## config.mk

```make
export PLATFORM = sky130hd
export DESIGN_NAME = biquad_cascade_bandpass_core_flat
export DESIGN_NICKNAME = d
export VERILOG_FILES = /design/src/hw/rtl/bqc_pkg.sv /design/src/hw/rtl/bqc_if.sv /design/src/hw/rtl/biquad_cascade_bandpass_core.sv /design/src/hw/rtl/bqc_datapath.sv /design/src/flat_wrapper.sv
export SDC_FILE = /design/constraint.sdc
export NUM_CORES = 2
export LEC_CHECK = 0
export ABC_AREA = 1
export BUFFER_PORTS_ARGS = -buffer_cell sky130_fd_sc_hd__buf_4
export CELL_PAD_IN_SITES_DETAIL_PLACEMENT = 1
export CELL_PAD_IN_SITES_GLOBAL_PLACEMENT = 1
export CORE_MARGIN = 1.5
export CORE_UTILIZATION = 52
export CTS_CLUSTER_DIAMETER = 150
export CTS_CLUSTER_SIZE = 28
export DETAILED_ROUTE_END_ITERATION = 6
export PLACE_DENSITY = 0.8
export SYNTH_ARGS = -nofsm -noshare
export SYNTH_HDL_FRONTEND = slang
export SYNTH_SLANG_ARGS = --single-unit
export TNS_END_PERCENT = 10
```

## constraint.sdc

```tcl
create_clock -name clock -period 11.54 [get_ports clock]
set_clock_uncertainty 0.1 [all_clocks]
set_input_delay 2.308 -clock clock [delete_from_list [all_inputs] [get_ports clock]]
set_output_delay 2.308 -clock clock [all_outputs]
set_load 0.05 [all_outputs]
```

## src/hw/rtl/bqc_pkg.sv

```systemverilog
// Shared constants, coefficient ROMs, microcode and control types for the biquad cascade.
`timescale 1ns / 1ps

package bqc_pkg;

   localparam int SECTIONS     = 8;
   localparam int SAMPLE_WIDTH = 16;

   localparam int VAL_W     = 32;                  // Q8.24 internal values
   localparam int COEF_W    = 32;                  // Q2.30 coefficients
   localparam int FRAC_COEF = 30;
   localparam int IN_SHIFT  = 25 - SAMPLE_WIDTH;
   localparam int PROD_W    = VAL_W + COEF_W;
   localparam int RND_W     = PROD_W - FRAC_COEF;
   localparam int ACC_W     = 36;                  // xs - x2 - p1 - p2 never leaves 36 bits
   localparam int OUT_W     = VAL_W + 1 - IN_SHIFT;

   localparam int ROM_ROWS = 8;
   localparam int ROW_W    = $clog2(ROM_ROWS);
   localparam int SEC_W    = (SECTIONS > 1) ? $clog2(SECTIONS) : 1;
   localparam int PC_W     = 3;

   // decimal in units of 1e-11 to Q2.30: d * 2^19 / 5^11, rounded
   localparam longint Q30_NUM  = 64'sd524288;
   localparam longint Q30_HALF = 64'sd24414062;
   localparam longint Q30_DEN  = 64'sd48828125;

   function automatic logic signed [COEF_W-1:0] q30(input longint d);
      return COEF_W'((d * Q30_NUM + Q30_HALF) / Q30_DEN);
   endfunction

   localparam logic signed [COEF_W-1:0] KK_ROM [ROM_ROWS] = '{
      q30(64'sd1573576559), q30(64'sd1558147139), q30(64'sd1563561852),
      q30(64'sd1550789858), q30(64'sd1554850491), q30(64'sd1546468388),
      q30(64'sd1548637214), q30(64'sd1545721946)
   };
   localparam logic signed [COEF_W-1:0] A1_ROM [ROM_ROWS] = '{
      q30(64'sd143221897300), q30(64'sd147441936900), q30(64'sd142735787600),
      q30(64'sd146316024800), q30(64'sd142724237700), q30(64'sd145117821300),
      q30(64'sd143177529500), q30(64'sd144018298900)
   };
   localparam logic signed [COEF_W-1:0] A2_ROM [ROM_ROWS] = '{
      q30(64'sd99379079920), q30(64'sd99399066320), q30(64'sd98246018350),
      q30(64'sd98293739620), q30(64'sd97397861220), q30(64'sd97445188990),
      q30(64'sd96955545820), q30(64'sd96975063210)
   };

   // program steps
   localparam logic [PC_W-1:0] PC_IDLE = 3'd0;
   localparam logic [PC_W-1:0] PC_GAIN = 3'd1;
   localparam logic [PC_W-1:0] PC_XS   = 3'd2;
   localparam logic [PC_W-1:0] PC_ACC  = 3'd3;
   localparam logic [PC_W-1:0] PC_UPD  = 3'd4;
   localparam logic [PC_W-1:0] PC_EMIT = 3'd5;

   typedef enum logic [1:0] {
      MUL_X_KK,
      MUL_Y1_A1,
      MUL_Y2_A2
   } mul_sel_type;

   typedef enum logic [2:0] {
      ALU_NOP,
      ALU_LOAD,
      ALU_GAIN,
      ALU_ACC,
      ALU_UPDATE
   } alu_op_type;

   typedef enum logic [1:0] {
      JMP_ALWAYS,
      JMP_WAIT_REQ,
      JMP_LOOP,
      JMP_WAIT_OUT
   } jump_type;

   typedef struct packed {
      logic              accept;
      logic              emit;
      mul_sel_type       mul_sel;
      alu_op_type        alu_op;
      jump_type          jump;
      logic [PC_W-1:0]   target;
   } ucode_type;

   typedef struct packed {
      mul_sel_type       mul_sel;
      alu_op_type        alu_op;
      logic              load;
      logic [SEC_W-1:0]  sec;
   } dp_ctl_type;

   // JMP_LOOP: fall through on the last section, else go to target
   function automatic ucode_type ucode_rom(input logic [PC_W-1:0] pc);
      ucode_type w;
      w = '{accept: 1'b0, emit: 1'b0, mul_sel: MUL_X_KK, alu_op: ALU_NOP,
            jump: JMP_ALWAYS, target: PC_IDLE};
      case (pc)
         PC_IDLE: begin
            w.accept = 1'b1;
            w.alu_op = ALU_LOAD;
            w.jump   = JMP_WAIT_REQ;
            w.target = PC_GAIN;
         end
         PC_GAIN: begin
            w.mul_sel = MUL_X_KK;
            w.target  = PC_XS;
         end
         PC_XS: begin
            w.mul_sel = MUL_Y1_A1;
            w.alu_op  = ALU_GAIN;
            w.target  = PC_ACC;
         end
         PC_ACC: begin
            w.mul_sel = MUL_Y2_A2;
            w.alu_op  = ALU_ACC;
            w.target  = PC_UPD;
         end
         PC_UPD: begin
            w.alu_op = ALU_UPDATE;
            w.jump   = JMP_LOOP;
            w.target = PC_GAIN;
         end
         PC_EMIT: begin
            w.emit   = 1'b1;
            w.jump   = JMP_WAIT_OUT;
            w.target = PC_IDLE;
         end
         default: begin
            w.target = PC_IDLE;
         end
      endcase
      return w;
   endfunction

endpackage

```

## src/hw/rtl/bqc_if.sv

```systemverilog
// Valid/ready channel interfaces for the sample input and the filtered output.
`timescale 1ns / 1ps

interface bqc_req_if;
   logic                                    valid;
   logic                                    ready;
   logic signed [bqc_pkg::SAMPLE_WIDTH-1:0] sample_in;
   logic                                    block_end_in;

   modport source (output valid, output sample_in, output block_end_in, input ready);
   modport sink   (input valid, input sample_in, input block_end_in, output ready);
endinterface

interface bqc_rsp_if;
   logic                                    valid;
   logic                                    ready;
   logic signed [bqc_pkg::SAMPLE_WIDTH-1:0] sample_out;
   logic                                    block_end_out;

   modport source (output valid, output sample_out, output block_end_out, input ready);
   modport sink   (input valid, input sample_out, input block_end_out, output ready);
endinterface

```

## src/hw/rtl/biquad_cascade_bandpass_core.sv

```systemverilog
// Top level: microcoded sequencer, result register and the biquad cascade datapath.
//
//   channel   dir   handshake          payload
//   req_ch    in    valid / ready      sample_in (Q1.15), block_end_in
//   rsp_ch    out   valid / ready      sample_out (Q1.15), block_end_out
//
// Each item runs one accept step, then four microcode steps per section on the
// single shared 32x32 multiplier (gain, a1 and a2 products, then update), and
// one emit step.
// Synchronous active-high reset clears all section delays and the sequencer.
// The result sits in an output register; the next item is taken while it waits,
// and only the emit step stalls if the previous result has not been taken.
`timescale 1ns / 1ps

module biquad_cascade_bandpass_core (
   input  logic       clock,
   input  logic       reset,
   bqc_req_if.sink    req_ch,
   bqc_rsp_if.source  rsp_ch
);

   localparam int SW = bqc_pkg::SAMPLE_WIDTH;

   logic [bqc_pkg::PC_W-1:0]  pc_ff;
   logic [bqc_pkg::PC_W-1:0]  pc_in;
   logic [bqc_pkg::SEC_W-1:0] sec_ff;
   logic [bqc_pkg::SEC_W-1:0] sec_in;
   logic                      be_ff;
   logic                      be_in;
   logic                      rsp_valid_ff;
   logic                      rsp_valid_in;
   logic signed [SW-1:0]      rsp_sample_ff;
   logic signed [SW-1:0]      rsp_sample_in;
   logic                      rsp_be_ff;
   logic                      rsp_be_in;

   bqc_pkg::ucode_type        uc;
   bqc_pkg::dp_ctl_type       dp_ctl;
   logic                      req_fire;
   logic                      out_free;
   logic                      last_sec;
   logic                      emit_fire;
   logic signed [SW-1:0]      dp_result;

   assign uc        = bqc_pkg::ucode_rom(pc_ff);
   assign req_fire  = req_ch.valid && uc.accept;
   assign out_free  = !rsp_valid_ff || rsp_ch.ready;
   assign last_sec  = (sec_ff == bqc_pkg::SEC_W'(bqc_pkg::SECTIONS - 1));
   assign emit_fire = uc.emit && out_free;

   assign dp_ctl = '{mul_sel: uc.mul_sel, alu_op: uc.alu_op, load: req_fire, sec: sec_ff};

   bqc_datapath u_datapath (
      .clock     (clock),
      .reset     (reset),
      .ctl       (dp_ctl),
      .sample_in (req_ch.sample_in),
      .result    (dp_result)
   );

   always_comb begin
      case (uc.jump)
         bqc_pkg::JMP_ALWAYS:   pc_in = uc.target;
         bqc_pkg::JMP_WAIT_REQ: pc_in = req_fire ? uc.target : pc_ff;
         bqc_pkg::JMP_LOOP:     pc_in = last_sec ? pc_ff + bqc_pkg::PC_W'(1) : uc.target;
         bqc_pkg::JMP_WAIT_OUT: pc_in = out_free ? uc.target : pc_ff;
         default:               pc_in = bqc_pkg::PC_IDLE;
      endcase

      sec_in = sec_ff;
      if (req_fire) begin
         sec_in = '0;
      end else if (uc.alu_op == bqc_pkg::ALU_UPDATE) begin
         sec_in = last_sec ? '0 : sec_ff + bqc_pkg::SEC_W'(1);
      end

      be_in = req_fire ? req_ch.block_end_in : be_ff;

      rsp_valid_in  = rsp_valid_ff && !rsp_ch.ready;
      rsp_sample_in = rsp_sample_ff;
      rsp_be_in     = rsp_be_ff;
      if (emit_fire) begin
         rsp_valid_in  = 1'b1;
         rsp_sample_in = dp_result;
         rsp_be_in     = be_ff;
      end
   end

   always_ff @(posedge clock) begin
      if (reset) begin
         pc_ff        <= bqc_pkg::PC_IDLE;
         sec_ff       <= '0;
         rsp_valid_ff <= 1'b0;
      end else begin
         pc_ff        <= pc_in;
         sec_ff       <= sec_in;
         rsp_valid_ff <= rsp_valid_in;
      end
      be_ff         <= be_in;
      rsp_sample_ff <= rsp_sample_in;
      rsp_be_ff     <= rsp_be_in;
   end

   assign req_ch.ready         = uc.accept;
   assign rsp_ch.valid         = rsp_valid_ff;
   assign rsp_ch.sample_out    = rsp_sample_ff;
   assign rsp_ch.block_end_out = rsp_be_ff;

   a_accept_starts_gain : assert property (@(posedge clock) disable iff (reset)
      req_fire |=> (pc_ff == bqc_pkg::PC_GAIN) && (sec_ff == '0))
      else $error("accepted item did not start at the first section gain step");

   a_result_from_emit : assert property (@(posedge clock) disable iff (reset)
      $rose(rsp_valid_ff) |-> $past(pc_ff) == bqc_pkg::PC_EMIT)
      else $error("result appeared outside the emit step");

   a_emit_holds_when_busy : assert property (@(posedge clock) disable iff (reset)
      (uc.emit && rsp_valid_ff && !rsp_ch.ready) |=> (pc_ff == bqc_pkg::PC_EMIT) && rsp_valid_ff)
      else $error("emit step left while the result register was still full");

   a_sec_in_range : assert property (@(posedge clock) disable iff (reset)
      sec_ff <= bqc_pkg::SEC_W'(bqc_pkg::SECTIONS - 1))
      else $error("section counter out of range");

   a_last_section_emits : assert property (@(posedge clock) disable iff (reset)
      (pc_ff == bqc_pkg::PC_UPD && last_sec) |=> pc_ff == bqc_pkg::PC_EMIT)
      else $error("last section update did not lead to the emit step");

endmodule

```

## src/hw/rtl/bqc_datapath.sv

```systemverilog
// Shared-multiplier datapath: section delays, rounding, accumulate and saturation.
`timescale 1ns / 1ps

module bqc_datapath (
   input  logic                                    clock,
   input  logic                                    reset,
   input  bqc_pkg::dp_ctl_type                     ctl,
   input  logic signed [bqc_pkg::SAMPLE_WIDTH-1:0] sample_in,
   output logic signed [bqc_pkg::SAMPLE_WIDTH-1:0] result
);

   localparam int VW        = bqc_pkg::VAL_W;
   localparam int SW        = bqc_pkg::SAMPLE_WIDTH;
   localparam int OW        = bqc_pkg::OUT_W;
   localparam int SEC_EXT_W = bqc_pkg::SEC_W + bqc_pkg::ROW_W;

   typedef struct packed {
      logic signed [VW-1:0] x1;
      logic signed [VW-1:0] x2;
      logic signed [VW-1:0] y1;
      logic signed [VW-1:0] y2;
   } dly_row_type;

   localparam logic signed [OW-1:0] O_MAX = OW'((64'sd1 <<< (SW - 1)) - 64'sd1);
   localparam logic signed [OW-1:0] O_MIN = -O_MAX - OW'(1);

   dly_row_type                           dly_ff [bqc_pkg::SECTIONS];
   dly_row_type                           cur;
   logic signed [VW-1:0]                  x_ff;
   logic signed [VW-1:0]                  xs_ff;
   logic signed [bqc_pkg::ACC_W-1:0]      acc_ff;
   logic signed [bqc_pkg::PROD_W-1:0]     prod_ff;
   logic signed [bqc_pkg::PROD_W-1:0]     prod_in;
   logic signed [VW-1:0]                  mul_a;
   logic signed [bqc_pkg::COEF_W-1:0]     mul_c;
   logic [SEC_EXT_W-1:0]                  sec_ext;
   logic [bqc_pkg::ROW_W-1:0]             row;
   logic signed [bqc_pkg::RND_W-1:0]      prod_rnd;
   logic signed [bqc_pkg::ACC_W-1:0]      acc_next;
   logic signed [VW-1:0]                  y_new;
   logic signed [VW:0]                    out_biased;
   logic signed [OW-1:0]                  out_full;
   logic signed [VW-1:0]                  x_load;

   function automatic logic signed [VW-1:0] sat_val(input logic signed [bqc_pkg::ACC_W-1:0] v);
      logic signed [bqc_pkg::ACC_W-1:0] hi;
      logic signed [bqc_pkg::ACC_W-1:0] lo;
      hi = bqc_pkg::ACC_W'({1'b0, {(VW-1){1'b1}}});
      lo = -hi - bqc_pkg::ACC_W'(1);
      if (v > hi) begin
         return {1'b0, {(VW-1){1'b1}}};
      end else if (v < lo) begin
         return {1'b1, {(VW-1){1'b0}}};
      end
      return v[VW-1:0];
   endfunction

   assign cur     = dly_ff[ctl.sec];
   assign sec_ext = {{bqc_pkg::ROW_W{1'b0}}, ctl.sec};
   assign row     = sec_ext[bqc_pkg::ROW_W-1:0];   // rows repeat beyond the ROM depth

   always_comb begin
      case (ctl.mul_sel)
         bqc_pkg::MUL_X_KK: begin
            mul_a = x_ff;
            mul_c = bqc_pkg::KK_ROM[row];
         end
         bqc_pkg::MUL_Y1_A1: begin
            mul_a = cur.y1;
            mul_c = bqc_pkg::A1_ROM[row];
         end
         bqc_pkg::MUL_Y2_A2: begin
            mul_a = cur.y2;
            mul_c = bqc_pkg::A2_ROM[row];
         end
         default: begin
            mul_a = x_ff;
            mul_c = bqc_pkg::KK_ROM[row];
         end
      endcase
   end

   assign prod_in = bqc_pkg::PROD_W'(mul_a) * bqc_pkg::PROD_W'(mul_c);

   // round half up: add half, then floor
   always_comb begin
      logic signed [bqc_pkg::PROD_W-1:0] biased;
      biased   = prod_ff + (bqc_pkg::PROD_W'(1) <<< (bqc_pkg::FRAC_COEF - 1));
      prod_rnd = biased[bqc_pkg::PROD_W-1:bqc_pkg::FRAC_COEF];
   end

   // b0 = 1 passes xs unchanged, b2 = -1 subtracts x2 exactly, b1 = 0 drops out
   assign acc_next = bqc_pkg::ACC_W'(xs_ff) - bqc_pkg::ACC_W'(cur.x2)
                   - bqc_pkg::ACC_W'(prod_rnd);
   assign y_new    = sat_val(acc_ff - bqc_pkg::ACC_W'(prod_rnd));

   assign x_load = {{(VW - SW - bqc_pkg::IN_SHIFT){sample_in[SW-1]}}, sample_in,
                    {bqc_pkg::IN_SHIFT{1'b0}}};

   assign out_biased = (VW+1)'(x_ff) + ((VW+1)'(1) <<< (bqc_pkg::IN_SHIFT - 1));
   assign out_full   = out_biased[VW:bqc_pkg::IN_SHIFT];

   always_comb begin
      if (out_full > O_MAX) begin
         result = O_MAX[SW-1:0];
      end else if (out_full < O_MIN) begin
         result = O_MIN[SW-1:0];
      end else begin
         result = out_full[SW-1:0];
      end
   end

   always_ff @(posedge clock) begin
      prod_ff <= prod_in;
      if (ctl.load) begin
         x_ff <= x_load;
      end else if (ctl.alu_op == bqc_pkg::ALU_UPDATE) begin
         x_ff <= y_new;
      end
      if (ctl.alu_op == bqc_pkg::ALU_GAIN) begin
         xs_ff <= sat_val(bqc_pkg::ACC_W'(prod_rnd));
      end
      if (ctl.alu_op == bqc_pkg::ALU_ACC) begin
         acc_ff <= acc_next;
      end
   end

   always_ff @(posedge clock) begin
      if (reset) begin
         for (int i = 0; i < bqc_pkg::SECTIONS; i++) begin
            dly_ff[i] <= '0;
         end
      end else if (ctl.alu_op == bqc_pkg::ALU_UPDATE) begin
         dly_ff[ctl.sec] <= '{x1: xs_ff, x2: cur.x1, y1: y_new, y2: cur.y1};
      end
   end

endmodule
```

## src/flat_wrapper.sv

```systemverilog
// flat-port wrapper written by rule: the top's interface ports become plain ports
module biquad_cascade_bandpass_core_flat 
  (clock, reset, req_ch_valid, req_ch_sample_in, req_ch_block_end_in, req_ch_ready, rsp_ch_valid, rsp_ch_sample_out, rsp_ch_block_end_out, rsp_ch_ready);
  bqc_req_if req_ch_i ();
  bqc_rsp_if rsp_ch_i ();
  input  logic clock;
  input  logic reset;
  input wire logic [$bits(req_ch_i.valid)-1:0] req_ch_valid;
  input wire logic [$bits(req_ch_i.sample_in)-1:0] req_ch_sample_in;
  input wire logic [$bits(req_ch_i.block_end_in)-1:0] req_ch_block_end_in;
  output wire logic [$bits(req_ch_i.ready)-1:0] req_ch_ready;
  output wire logic [$bits(rsp_ch_i.valid)-1:0] rsp_ch_valid;
  output wire logic [$bits(rsp_ch_i.sample_out)-1:0] rsp_ch_sample_out;
  output wire logic [$bits(rsp_ch_i.block_end_out)-1:0] rsp_ch_block_end_out;
  input wire logic [$bits(rsp_ch_i.ready)-1:0] rsp_ch_ready;
  assign req_ch_i.valid = req_ch_valid;
  assign req_ch_i.sample_in = req_ch_sample_in;
  assign req_ch_i.block_end_in = req_ch_block_end_in;
  assign req_ch_ready = req_ch_i.ready;
  assign rsp_ch_valid = rsp_ch_i.valid;
  assign rsp_ch_sample_out = rsp_ch_i.sample_out;
  assign rsp_ch_block_end_out = rsp_ch_i.block_end_out;
  assign rsp_ch_i.ready = rsp_ch_ready;
  biquad_cascade_bandpass_core u_core (.clock(clock), .reset(reset), .req_ch(req_ch_i), .rsp_ch(rsp_ch_i));
endmodule
```

==> out/qor.yml <==
status: "finished, final reports clean"
vias_per_cell: 6.05
grt_pass1_wl_um: 500000
drtAntennaViolNets: 0
synthFlopType: "edfxtp_1"
final_cell_mix: "nor2_1 (2,494), inv_1 (1,411), edfxtp_1 (1,132)"
ys_warn_count: 0
seq_area_mm2: 0.0351
fp.dieW_um: 424
worstPathMaxFanout: 28
clk_pin_slew_ns: 0.11
setup_tns_ns: 0
ys_ff_latch: 1186
arrival_ns: 11.26
start_kind: "flip-flop"
overflow: 0
final_hold_viol_count: 0
worst-setup-path-type: "flip-flop to flip-flop"
rsz0062_at_grt: "no"
cts_resized: 0
routedWlPerCell_um: 27.4
dp_hpwl_um: 239000
nNetsFinal: 11100
synth-edff-count: 1132
antenna_found_initial: 6
worst-path-stages: 35
worst_slew_pin_slew_ns: 1.30
htreeDepth: 2
numClockSinks: 1186
hold_start: "u_core.be_ff$_DFFE_PP_"
min_path_type: "flip-flop to flip-flop"
die_h_um: 424
reg2reg_slack_ns: 0.79
synth_seq_area_share_pct: 38.0
maxCapViolCount: 0
async_reset_ff_share_pct: 0
first_pass_iters: 5
grt_pass1_vias: 79600
ff2ff_path_depth: 35
cts_setup_buffers: 0
grt_start_max_net_pins: 225
ys_types: 64
cts_max_path_buffers: 3
drc: 0
holdPathStages: 0
crit_path_top_delay_cell: "a31oi_1"
endpoint_kind: "flip-flop"
cts_tree: "built"
cp_common_cell: "inv_1"
grt_util_all_layers_pct: 37.1
fp.coreArea_mm2: 0.176
syn_avg_cell_area_um2: 9.29
drt_iter0_markers: 7213
post-route-period-util_pct: 93.2
min_period_ns: 10.75
r2r_end: "u_core.u_datapath.prod_ff[56]$_DFF_P_"
max_stage_delay_ns: 0.86
synthCells: 9927
finalSetupViolCount: 0
netlist_area_mm2: 0.0922
routed_wl_um: 330000
io_buffers: 39
cts_buffers: 49
final_common_cell: "nor2_1"
multiInputGateArea_mm2: 0.0495
r2r-start: "u_core.sec_ff[0]$_SDFFE_PP0P_"
areaGrowthSynthToFinish_pct: 4.39
die_area_mm2: 0.180
slew_viol_final: 0
gpl.final_weighted_congestion: 0.972
cp.required_ns: 12.04
clockRootBuffer: "clkbuf_16"
max_freq_mhz: 93.0
path_buf_inv: 12
clkLatencyLatePin_ns: 0.73
syn_nets: 11300
nFillCells: 20200
std_cell_rows: 154
start_util_pct: 52.3
drive_above_1_share_pct: 4.39
hold_buffers: 0
vias: 73000
whs_endpoint: "u_core.rsp_ch.block_end_out$_DFFE_PP_"
io_pins: 40
slew_headroom_pct: 12.7
path_delay_family: "adder cells"
==> how the worst max path moves through the flow <==
stage,start,to
after floorplan,u_core.sec_ff[0]$_SDFFE_PP0P_,u_core.u_datapath.prod_ff[62]$_DFF_P_
after global placement,u_core.pc_ff[1]$_SDFFE_PP0P_,u_core.u_datapath.prod_ff[56]$_DFF_P_
after detailed placement,u_core.sec_ff[0]$_SDFFE_PP0P_,u_core.u_datapath.prod_ff[61]$_DFF_P_
after CTS,u_core.sec_ff[0]$_SDFFE_PP0P_,u_core.u_datapath.prod_ff[56]$_DFF_P_
after global routing,u_core.sec_ff[0]$_SDFFE_PP0P_,u_core.u_datapath.prod_ff[56]$_DFF_P_
final,u_core.sec_ff[0]$_SDFFE_PP0P_,u_core.u_datapath.prod_ff[56]$_DFF_P_
==> final cells by class <==
class | instances | share of cell area, %
diodes | 2 | 0.00520
well taps | 2340 | 3.04
multi-input cells | 6742 | 51.4
repair buffers | 199 | 1.70
flip-flops and latches | 1186 | 36.5
inverters | 1511 | 5.92
clock buffers | 67 | 1.37
clock inverters | 3 | 0.0793
==> per-layer routing <==
| layer | part of all wire [%] | vias to the layer above | wire, µm | track usage (%) |
|---|---|---|---|---|
| met2 | 48 | 3460 | 157000 | 61.3 |
| met4 | 5.3 | 8 | 17400 | 16.6 |
| li1 | - | 30900 | - | - |
| met5 | 0.015 | - | 50 | 0 |
| met1 | 38 | 37700 | 126000 | 47.6 |
| met3 | 8.8 | 914 | 28900 | 7.09 |
==> cells by family (layout without fill, tap and decap cells) <==
group | count (synthesis) | after routing | share of synthesized area, %
AOI/OAI and AO/OA | 1321 | 1321 | 8.16
and+or+nand+nor | 3910 | 3910 | 16.6
adders and majority gates | 1361 | 1361 | 27.2
buffers and inverters | 1999 | 1780 | 8.55
other | 0 | 2 | 0
xor gates and xnor gates | 150 | 150 | 1.45
DFF | 1186 | 1186 | 38.0
==> Yosys cell counts, types with 17 or more instances <==
| cell type | instances | area [µm²] |
|---|---|---|
| xnor2_1 | 42 | 368 |
| o22ai_1 | 160 | 1000 |
| o21a_1 | 26 | 195 |
| dfxtp_1 | 54 | 1080 |
| nand2_1 | 1131 | 4250 |
| buf_4 | 30 | 225 |
| o21ai_0 | 640 | 3200 |
| nand4_1 | 17 | 106 |
| o21ai_1 | 68 | 340 |
| edfxtp_1 | 1132 | 34000 |
| buf_1 | 20 | 75.1 |
| nand2_2 | 40 | 250 |
| nor2_1 | 2498 | 9380 |
| fa_1 | 1075 | 21500 |
| buf_2 | 142 | 711 |
| nor3_1 | 43 | 215 |
| xor2_1 | 106 | 928 |
| a21oi_1 | 197 | 986 |
| o221ai_1 | 77 | 674 |
| nand3_1 | 115 | 576 |
| ha_1 | 286 | 3580 |
| clkbuf_1 | 284 | 1070 |
| inv_1 | 1412 | 5300 |
| a31oi_1 | 68 | 425 |
| inv_2 | 43 | 161 |
| clkinv_1 | 55 | 206 |
==> stage by stage <==
stage               hold WS (ns)  util (%)  setup slack (ns)  cells  instance area, µm²
finish                     0.354      54.6             0.788  12100               96200
global route               0.360      54.6             0.236  12000               96200
CTS                        0.354      54.6             0.975  12000               96200
detailed placement         0.312      53.9             0.990  12000               94800
global placement           0.322      53.9              1.20  12000               94800
floorplan                  0.300         -              3.04   9927               92200
==> flip-flops by register name, indices dropped and copies added, names as in the netlist, named ones only <==
name                         cells
u_core.u_datapath.prod_ff       35
u_core.sec_ff                    3
u_core.u_datapath.xs_ff         32
u_core.rsp_ch.block_end_out      1
u_core.u_datapath.dly_ff      1024
u_core.pc_ff                     3
u_core.u_datapath.x_ff          32
u_core.rsp_ch.valid              1
u_core.u_datapath.acc_ff        35
u_core.be_ff                     1
u_core.rsp_ch.sample_out        16
Power is left out: the tool's default activity adds up to more than one toggle a clock period on the data nets, which glitch-free logic cannot reach.
